--- config.mk ---
export PLATFORM = sky130hd
export DESIGN_NAME = lru_cache_table
export DESIGN_NICKNAME = d
export VERILOG_FILES = /design/src/design/lct_pkg.sv /design/src/design/lct_cell.sv /design/src/design/lru_cache_table.sv
export SDC_FILE = /design/constraint.sdc
export NUM_CORES = 1
export LEC_CHECK = 0
export BUFFER_PORTS_ARGS = -buffer_cell sky130_fd_sc_hd__buf_2
export CAP_MARGIN = 10
export CORE_MARGIN = 2
export CORE_UTILIZATION = 40
export DETAILED_ROUTE_END_ITERATION = 10
export GPL_ROUTABILITY_DRIVEN = 0
export SYNTH_ARGS = -nofsm -noshare
export SYNTH_HDL_FRONTEND = slang
export SYNTH_HIERARCHICAL = 1
export SYNTH_SLANG_ARGS = --single-unit
--- constraint.sdc ---
create_clock -name clk -period 8.99 [get_ports clk]
set_input_delay 0.4495 -clock clk [delete_from_list [all_inputs] [get_ports clk]]
set_output_delay 0.4495 -clock clk [all_outputs]
set_load 0.005 [all_outputs]
--- src/design/lct_pkg.sv ---
// ---------------------------------------------------------------------------
// LRU cache table package
// Request, result and cell types shared by the cache table and its cells.
// ---------------------------------------------------------------------------
package lct_pkg;

  localparam int unsigned KEY_W = 32;
  localparam int unsigned VAL_W = 32;
  localparam int unsigned CAP_W = 5;
  localparam logic [CAP_W-1:0] CAP_RESET = 5'd16;

  localparam logic OP_GET = 1'b0;
  localparam logic OP_PUT = 1'b1;

  typedef struct packed {
    logic                    op;
    logic signed [KEY_W-1:0] key;
    logic signed [VAL_W-1:0] value;
  } in_req_t;

  typedef struct packed {
    logic                    hit;
    logic signed [VAL_W-1:0] read_value;
  } out_res_t;

  typedef struct packed {
    logic signed [KEY_W-1:0] key;
    logic signed [VAL_W-1:0] value;
  } slot_t;

  typedef struct packed {
    logic shift;
    logic prev_valid;
    logic evict;
    logic next_pre;
  } cell_ctl_t;

  typedef struct packed {
    logic valid;
    logic valid_pre;
    logic match;
  } cell_sts_t;

endpackage

--- src/design/lct_cell.sv ---
// ---------------------------------------------------------------------------
// LRU cache table cell
// One entry of the recency-ordered chain. It compares its key with the
// request and takes its upstream neighbor's entry when the chain shifts.
// ---------------------------------------------------------------------------
module lct_cell (
  input  logic                         clk,
  input  logic                         rst_n,
  input  logic signed [lct_pkg::KEY_W-1:0] probe_key,
  input  lct_pkg::slot_t               prev_slot,
  input  lct_pkg::cell_ctl_t           ctl,
  output lct_pkg::slot_t               slot,
  output lct_pkg::cell_sts_t           sts
);

  lct_pkg::slot_t slot_r;
  lct_pkg::slot_t slot_nxt;
  logic           valid_r;
  logic           valid_pre;
  logic           valid_nxt;

  always_comb begin
    valid_pre = ctl.shift ? ctl.prev_valid : valid_r;
    valid_nxt = valid_pre & ~(ctl.evict & ~ctl.next_pre);
    slot_nxt  = ctl.shift ? prev_slot : slot_r;
  end

  always_ff @(posedge clk) begin
    if (!rst_n) begin
      valid_r <= 1'b0;
    end else begin
      valid_r <= valid_nxt;
    end
  end

  always_ff @(posedge clk) begin
    slot_r <= slot_nxt;
  end

  assign slot          = slot_r;
  assign sts.valid     = valid_r;
  assign sts.valid_pre = valid_pre;
  assign sts.match     = valid_r && (slot_r.key == probe_key);

endmodule

--- src/design/lru_cache_table.sv ---
// ---------------------------------------------------------------------------
// LRU cache table: one request per cycle unless stalled; a get returns its
// result in the cycle after acceptance, a put gives no result. Entries sit in
// recency order, the most recent in the first cell; the chain shifts as one.
// Synchronous reset empties every entry and sets capacity to sixteen.
// ---------------------------------------------------------------------------
module lru_cache_table #(
  parameter int unsigned MAX_ENTRIES = 16
) (
  input  logic                          clk,
  input  logic                          rst_n,
  input  logic                          in_valid,
  output logic                          in_stall,
  input  lct_pkg::in_req_t              in_req,
  output logic                          out_valid,
  input  logic                          out_stall,
  output lct_pkg::out_res_t             out_res,
  input  logic                          cfg_wr_en,
  input  logic [lct_pkg::CAP_W-1:0]     cfg_wr_data
);

  localparam int unsigned XW  = $clog2(MAX_ENTRIES + 1);
  localparam int unsigned CMW = (XW > lct_pkg::CAP_W) ? XW : lct_pkg::CAP_W;
  localparam logic [CMW-1:0] MAX_C = CMW'(MAX_ENTRIES);

  logic [lct_pkg::CAP_W-1:0] cap_r;
  logic                      out_valid_r;
  logic                      out_valid_nxt;
  lct_pkg::out_res_t         out_res_r;
  lct_pkg::out_res_t         out_res_nxt;

  lct_pkg::slot_t            cell_slot [MAX_ENTRIES];
  lct_pkg::slot_t            prev_slot [MAX_ENTRIES];
  lct_pkg::cell_ctl_t        ctl       [MAX_ENTRIES];
  lct_pkg::cell_sts_t        sts       [MAX_ENTRIES];

  logic [MAX_ENTRIES-1:0]    vld;
  logic [MAX_ENTRIES-1:0]    match;
  logic [MAX_ENTRIES:0]      vext;
  logic                      acc;
  logic                      hit;
  logic                      evict;
  logic signed [lct_pkg::VAL_W-1:0] hit_value;
  lct_pkg::slot_t            front;
  logic [CMW-1:0]            cap_ext;
  logic [CMW-1:0]            cap_eff;
  logic [CMW:0]              ev_idx;

  assign in_stall = out_valid_r && out_stall;
  assign acc      = in_valid && !in_stall;

  always_comb begin
    for (int i = 0; i < MAX_ENTRIES; i++) begin
      vld[i]   = sts[i].valid;
      match[i] = sts[i].match;
    end
    hit       = |match;
    hit_value = '0;
    for (int i = 0; i < MAX_ENTRIES; i++) begin
      hit_value = hit_value | (cell_slot[i].value & {lct_pkg::VAL_W{match[i]}});
    end
    front.key   = in_req.key;
    front.value = (in_req.op == lct_pkg::OP_PUT) ? in_req.value : hit_value;

    cap_ext = CMW'(cap_r);
    if (cap_ext == '0) begin
      cap_eff = CMW'(1);
    end else if (cap_ext > MAX_C) begin
      cap_eff = MAX_C;
    end else begin
      cap_eff = cap_ext;
    end
    vext   = {1'b0, vld};
    ev_idx = {1'b0, cap_eff} + (CMW + 1)'(hit) - (CMW + 1)'(1);
    // A new key pushed into a full chain drops the last entry by the shift.
    evict  = acc && (in_req.op == lct_pkg::OP_PUT) && vext[XW'(ev_idx)]
             && (hit || !vld[MAX_ENTRIES-1]);

    for (int i = 0; i < MAX_ENTRIES; i++) begin
      prev_slot[i]      = (i == 0) ? front : cell_slot[(i == 0) ? 0 : i - 1];
      ctl[i].prev_valid = (i == 0) ? 1'b1 : vld[(i == 0) ? 0 : i - 1];
      ctl[i].shift      = acc && (hit ? ((match >> i) != '0)
                                      : (in_req.op == lct_pkg::OP_PUT));
      ctl[i].evict      = evict;
      ctl[i].next_pre   = (i == MAX_ENTRIES - 1) ? 1'b0
                          : sts[(i == MAX_ENTRIES - 1) ? i : i + 1].valid_pre;
    end
  end

  for (genvar g = 0; g < MAX_ENTRIES; g++) begin : g_cell
    lct_cell u_cell (
      .clk       (clk),
      .rst_n     (rst_n),
      .probe_key (in_req.key),
      .prev_slot (prev_slot[g]),
      .ctl       (ctl[g]),
      .slot      (cell_slot[g]),
      .sts       (sts[g])
    );
  end

  always_comb begin
    out_valid_nxt = out_valid_r;
    out_res_nxt   = out_res_r;
    if (acc && (in_req.op == lct_pkg::OP_GET)) begin
      out_valid_nxt          = 1'b1;
      out_res_nxt.hit        = hit;
      out_res_nxt.read_value = hit ? hit_value : '1;
    end else if (!out_stall) begin
      out_valid_nxt = 1'b0;
    end
  end

  always_ff @(posedge clk) begin
    if (!rst_n) begin
      out_valid_r <= 1'b0;
      cap_r       <= lct_pkg::CAP_RESET;
    end else begin
      out_valid_r <= out_valid_nxt;
      if (cfg_wr_en) begin
        cap_r <= cfg_wr_data;
      end
    end
  end

  always_ff @(posedge clk) begin
    out_res_r <= out_res_nxt;
  end

  assign out_valid = out_valid_r;
  assign out_res   = out_res_r;

  a_valid_packed: assert property (@(posedge clk) disable iff (!rst_n)
    ((vld + MAX_ENTRIES'(1)) & vld) == '0)
    else $error("Valid entries are not packed toward the front.");

  a_unique_key: assert property (@(posedge clk) disable iff (!rst_n)
    $onehot0(match))
    else $error("More than one entry matches the request key.");

  a_put_front: assert property (@(posedge clk) disable iff (!rst_n)
    acc && (in_req.op == lct_pkg::OP_PUT) |=>
      vld[0] && (cell_slot[0].key == $past(in_req.key))
      && (cell_slot[0].value == $past(in_req.value)))
    else $error("A put request did not land in the front entry.");

  a_hit_front: assert property (@(posedge clk) disable iff (!rst_n)
    acc && (in_req.op == lct_pkg::OP_GET) && hit |=>
      vld[0] && (cell_slot[0].key == $past(in_req.key)))
    else $error("A get hit did not move its entry to the front.");

  a_miss_stable: assert property (@(posedge clk) disable iff (!rst_n)
    acc && (in_req.op == lct_pkg::OP_GET) && !hit |=> $stable(vld))
    else $error("A get miss changed the set of valid entries.");

endmodule
# Yosys cells after proc, flatten, opt, wreduce, memory -nomap -nowiden

Index checks and enable logic that the tools add are counted.

Flip-flop bits (word level): 1079
Bits of input ports: 75
Logic and storage cells: 264

Add/subtract/negate cells: 2
Magnitude comparators: 2
Eq/ne operators: 17
Multiplexer cells: 39
Bitwise logic cells: 94
Reduce and logical (&&, ||, !) cells: 58

Operators with widths:

| kind                  | count |
|---|---|
| $and A32 B32 Y32      | 16 |
| $eq A32 B32 Y1        | 16 |
| $or A32 B32 Y32       | 15 |
| $reduce_bool A16 Y1   | 15 |
| $logic_and A1 B1 Y1   | 38 |
| $mux W1               | 35 |
| $mux W32              | 1 |
| $not A1 Y1            | 32 |
| $and A1 B1 Y1         | 31 |
| $reduce_or A16 Y1     | 1 |
| $mux W5               | 2 |
| $lt A5 B6 Y1 const B  | 1 |
| $add A5 B1 Y5         | 1 |
| $bmux W1 S5           | 1 |
| $gt A5 B5 Y1 const B  | 1 |
| $logic_not A5 Y1      | 1 |
| $sub A5 B1 Y5 const B | 1 |
| $logic_not A1 Y1      | 2 |
| $ne A2 B1 Y1 const B  | 1 |
| $logic_or A1 B1 Y1    | 1 |

# Depth between registers and ports, before layout

Depth in word-level cells: 19
Gate-level depth with buffers: 17
Gate-level depth less buffers: 16

# Modules after synthesis

The synthesis kept the hierarchy.

By module, submodules not included:

| module          | times used | cells an instance | area each (µm²) | seq. area each (µm²) |
|---|---|---|---|---|
| lct_cell        | 16         | 114               | 2336.0          | 1941.9 |
| lru_cache_table | 1          | 638               | 5051.1          | 1111.1 |

# Least setup slack after synthesis

OpenSTA, ideal clock, no wires.

Path type: input -> register
Start point: input port in_req[51] (netlist name)
End point: register g_cell[12].u_cell.valid_r
Data arrival time: 6.717 ns
Required time: 8.874 ns
Slack: 2.158 ns
Stages: 13
Buffers on the path: 4
Cell sequence: xor2_1 -> nor4_1 -> nand4_1 -> nor3_2 -> clkbuf_1 -> clkbuf_1 -> buf_1 -> nor2_1 -> a31oi_1 -> mux2_2 -> buf_4 -> nand2b_1 -> and3_1

RTL lines:

| item                 | RTL line              | RTL |
|---|---|---|
| start, declared      | lru_cache_table.sv:14 | `input lct_pkg::in_req_t in_req,` |
| end signal, assigned | lct_cell.sv:32        | `valid_r <= valid_nxt;` |
| end, declared        | lct_cell.sv:18        | `logic valid_r;` |

==> results.py <==
metrics = {
    "worst_setup_path": {
        "timing.setup.critical_path_class": "reg2reg",
        "crit-reg2reg-launch": "g_cell[2].u_cell/slot[33]$_DFFE_PP_",
        "startpoint_type": "flip-flop",
        "cp_slowest_cell": "sky130_fd_sc_hd__clkinv_2",
        "reg2reg_setup_slack_ps": 2690,
        "cp_max_fo": 39,
        "crit_chain": "xor2_1, nor4_1, nand4_1, nor3_4, buf_4, or4_4, nor2b_4, nand3_4, o21ai_4, clkinv_2, buf_4, mux2_2, and3_1",
        "critical_path.endpoint_type": "flip-flop",
        "number_of_cells_on_the_worst_reg_to_reg_path": 13,
        "slowest_delay_ps": 1180,
        "critical_path.reg2reg.endpoint": "g_cell[0].u_cell/valid_r$_SDFF_PN0_",
        "critical_path_data_arrival_time_ps": 6900,
        "worst-endpoint-required_ps": 9590,
        "timing.critical_path.buf_inv": 3,
        "critPathMostFrequentCell": "sky130_fd_sc_hd__buf_4",
        "critical_path.top_delay_family": "buffers and inverters",
    },
    "clock_network": {
        "post_cts.repair.setup_buffers": 0,
        "clk_root_buffer_cell": "sky130_fd_sc_hd__clkbuf_16",
        "cts-resized-gates": 0,
        "tritoncts.num_buffers": 106,
        "cts_tree": "built",
        "clock_insertion_delay_worst_skew_ps": 700,
        "clock_tree.htree_level_count": 3,
        "ctsLongestPathBuffers": 3,
        "cts_sinks": 1079,
        "cts.clk_slew.worst_paths_ps": 60,
        "cts_hold_buf": 3,
    },
    "timing": {
        "hold_viol": 0,
        "timing.final.crit_period_ps": 6300,
        "worst_slew_margin_rel": 0.236,
        "fmaxAchievable_mhz": 159,
        "setup_violations": 0,
        "grt_setup_unrepaired": "no",
        "tightestPinTransition_ps": 1140,
        "drv_slew": 0,
        "tns_ps": 0,
        "worst_hold_slack_ps": 38.6,
        "final_min_period_over_clock_period": 0.701,
        "smallest_setup_slack_after_layout_ps": 2690,
        "timing.clock.skew_ps": 29.3,
    },
    "global_routing": {
        "grt_max_degree": 49,
        "grt_remaining_overflow": 0,
        "grt_pass1_vias": 23612,
        "grt_util_all_layers": 0.202,
        "grt_first_pass_wirelength_um": 159000,
        "antenna_violations_before_repair": 3,
    },
    "floorplanning": {
        "boundaryPins": 110,
        "initial_core_utilization": 0.403,
        "chipWidth_um": 330,
        "core_region_area_sq_um": 105000,
        "dieArea_sq_um": 109000,
        "standard_cell_rows": 119,
        "floorplan.die.height_um": 330,
    },
    "drt": {
        "routed-wl-met3_um": 9770,
        "post-route-drc-count": 0,
        "met2_wirelength_um": 53000,
        "dr.first_iter.drc_count": 2472,
        "top_signal_layer_used": "met5",
        "detail-route-antenna-nets": 0,
        "wl_met1_um": 44300,
        "drt-pass1-iter-count": 6,
        "routed_wire_length_per_instance_um": 26.9,
        "route.detailed.vias_per_inst": 5.66,
        "detailroute.via_count": 23239,
        "drt_wl_total_um": 110000,
    },
    "place": {
        "io_buffers": 109,
        "post-place-ws_ps": 2070,
        "placement.cell_area_sq_um": 44900,
        "hpwl_um": 66300,
    },
    "yosys": {
        "yosys_warnings": 6,
        "postSynthCellCount": 2461,
        "post_synth.cell_area_avg_sq_um": 17.2,
        "syn_area_sq_um": 42400,
        "synth_nets": 2538,
    },
    "min_path": {
        "hp-start": "cfg_wr_data[3]",
        "hold-path-cell-count": 3,
        "min_path_type": "in2reg",
        "worstHoldEndpoint": "cap_ext[3]$_SDFFE_PN0P_",
    },
    "pwr": {
        "worst_vdd_ir_uv": 164,
        "power_density_of_the_placed_cells_nw_per_um2": 222,
        "power.leakage_nw": 16.4,
        "design_power_total_mw": 10.7,
    },
    "final_layout": {
        "post-route-cell-area_sq_um": 48300,
        "final_layout_size_suffix_gt1_frac": 0.136,
        "final_layout_net_count": 2703,
        "flow.area_growth_from_synthesis_pct": 13.8,
    },
    "job": {
        "drv_cap": 0,
    },
    "run_status": {
        "run_status": "complete, no violations",
    },
}
-- metrics by stage --
step	utilization	std cells
after floorplan	-	2461
after global placement	0.426	3906
after detailed placement	0.426	3906
after CTS	0.459	4106
after global routing	0.459	4107
final	0.459	4107
-- power breakdown --
group | total [mW] | internal, mW | leakage, nW | switching, mW
clock network | 4.38 | 2.41 | 1.63 | 1.97
logic | 0.464 | 0.135 | 4.77 | 0.329
registers | 5.87 | 5.75 | 10.0 | 0.117
total | 10.7 | 8.29 | 16.4 | 2.41
-- layout make-up --
type	count	area [sq um]
clock buffers	135	2810
inverters	39	148
flip-flops and latches	1079	32200
fillers	8963	57000
repair buffers	159	978
clock inverters	62	582
diodes	1	2.50
multi-input cells	1241	9840
well taps	1391	1740
-- sequential cells by signal (all words and copies together) (netlist names) --
signal,count
g_cell.u_cell/slot,1024
out_valid,1
out_res,33
g_cell.u_cell/valid_r,16
cap_ext,5
-- worst max path at each step --
stage	from	endpoint	slack [ps]	depth (start not counted)
after floorplan	in_req[51]	g_cell[12].u_cell/valid_r$_SDFF_PN0_	2160	13
after global placement	in_req[45]	g_cell[0].u_cell/valid_r$_SDFF_PN0_	2310	14
after detailed placement	in_req[35]	g_cell[0].u_cell/valid_r$_SDFF_PN0_	2070	14
after CTS	g_cell[2].u_cell/slot[33]$_DFFE_PP_	g_cell[0].u_cell/valid_r$_SDFF_PN0_	2700	13
after global routing	g_cell[2].u_cell/slot[51]$_DFFE_PP_	g_cell[0].u_cell/valid_r$_SDFF_PN0_	2490	13
final	g_cell[2].u_cell/slot[33]$_DFFE_PP_	g_cell[0].u_cell/valid_r$_SDFF_PN0_	2690	13
-- worst min-delay path: stages --
cell and delay [ps]:
sky130_fd_sc_hd__buf_2 80, sky130_fd_sc_hd__mux2i_1 60, sky130_fd_sc_hd__nor2b_1 100
-- per-layer routing --
metal  vias to the layer above  global-route usage
met1                     11986               0.272
met4                         2              0.0651
li1                       9863                   -
met3                       226              0.0426
met5                         -                   0
met2                      1162               0.327
-- placed cells by master (no fill, tap or decap), types with 22 or more instances in the layout --
cell type	instances
sky130_fd_sc_hd__edfxtp_1	1057
sky130_fd_sc_hd__xor2_1	496
sky130_fd_sc_hd__a22oi_1	128
sky130_fd_sc_hd__nor4_1	114
sky130_fd_sc_hd__buf_2	109
sky130_fd_sc_hd__clkbuf_16	107
sky130_fd_sc_hd__nand3_1	97
sky130_fd_sc_hd__a22o_1	64
sky130_fd_sc_hd__a221oi_1	64
sky130_fd_sc_hd__buf_4	43
sky130_fd_sc_hd__nor2_1	40
sky130_fd_sc_hd__inv_1	38
sky130_fd_sc_hd__mux2i_1	37
sky130_fd_sc_hd__nand2_1	35
sky130_fd_sc_hd__clkbuf_1	25
sky130_fd_sc_hd__dfxtp_1	22
Note: power is estimated with default switching activity, not from simulation.
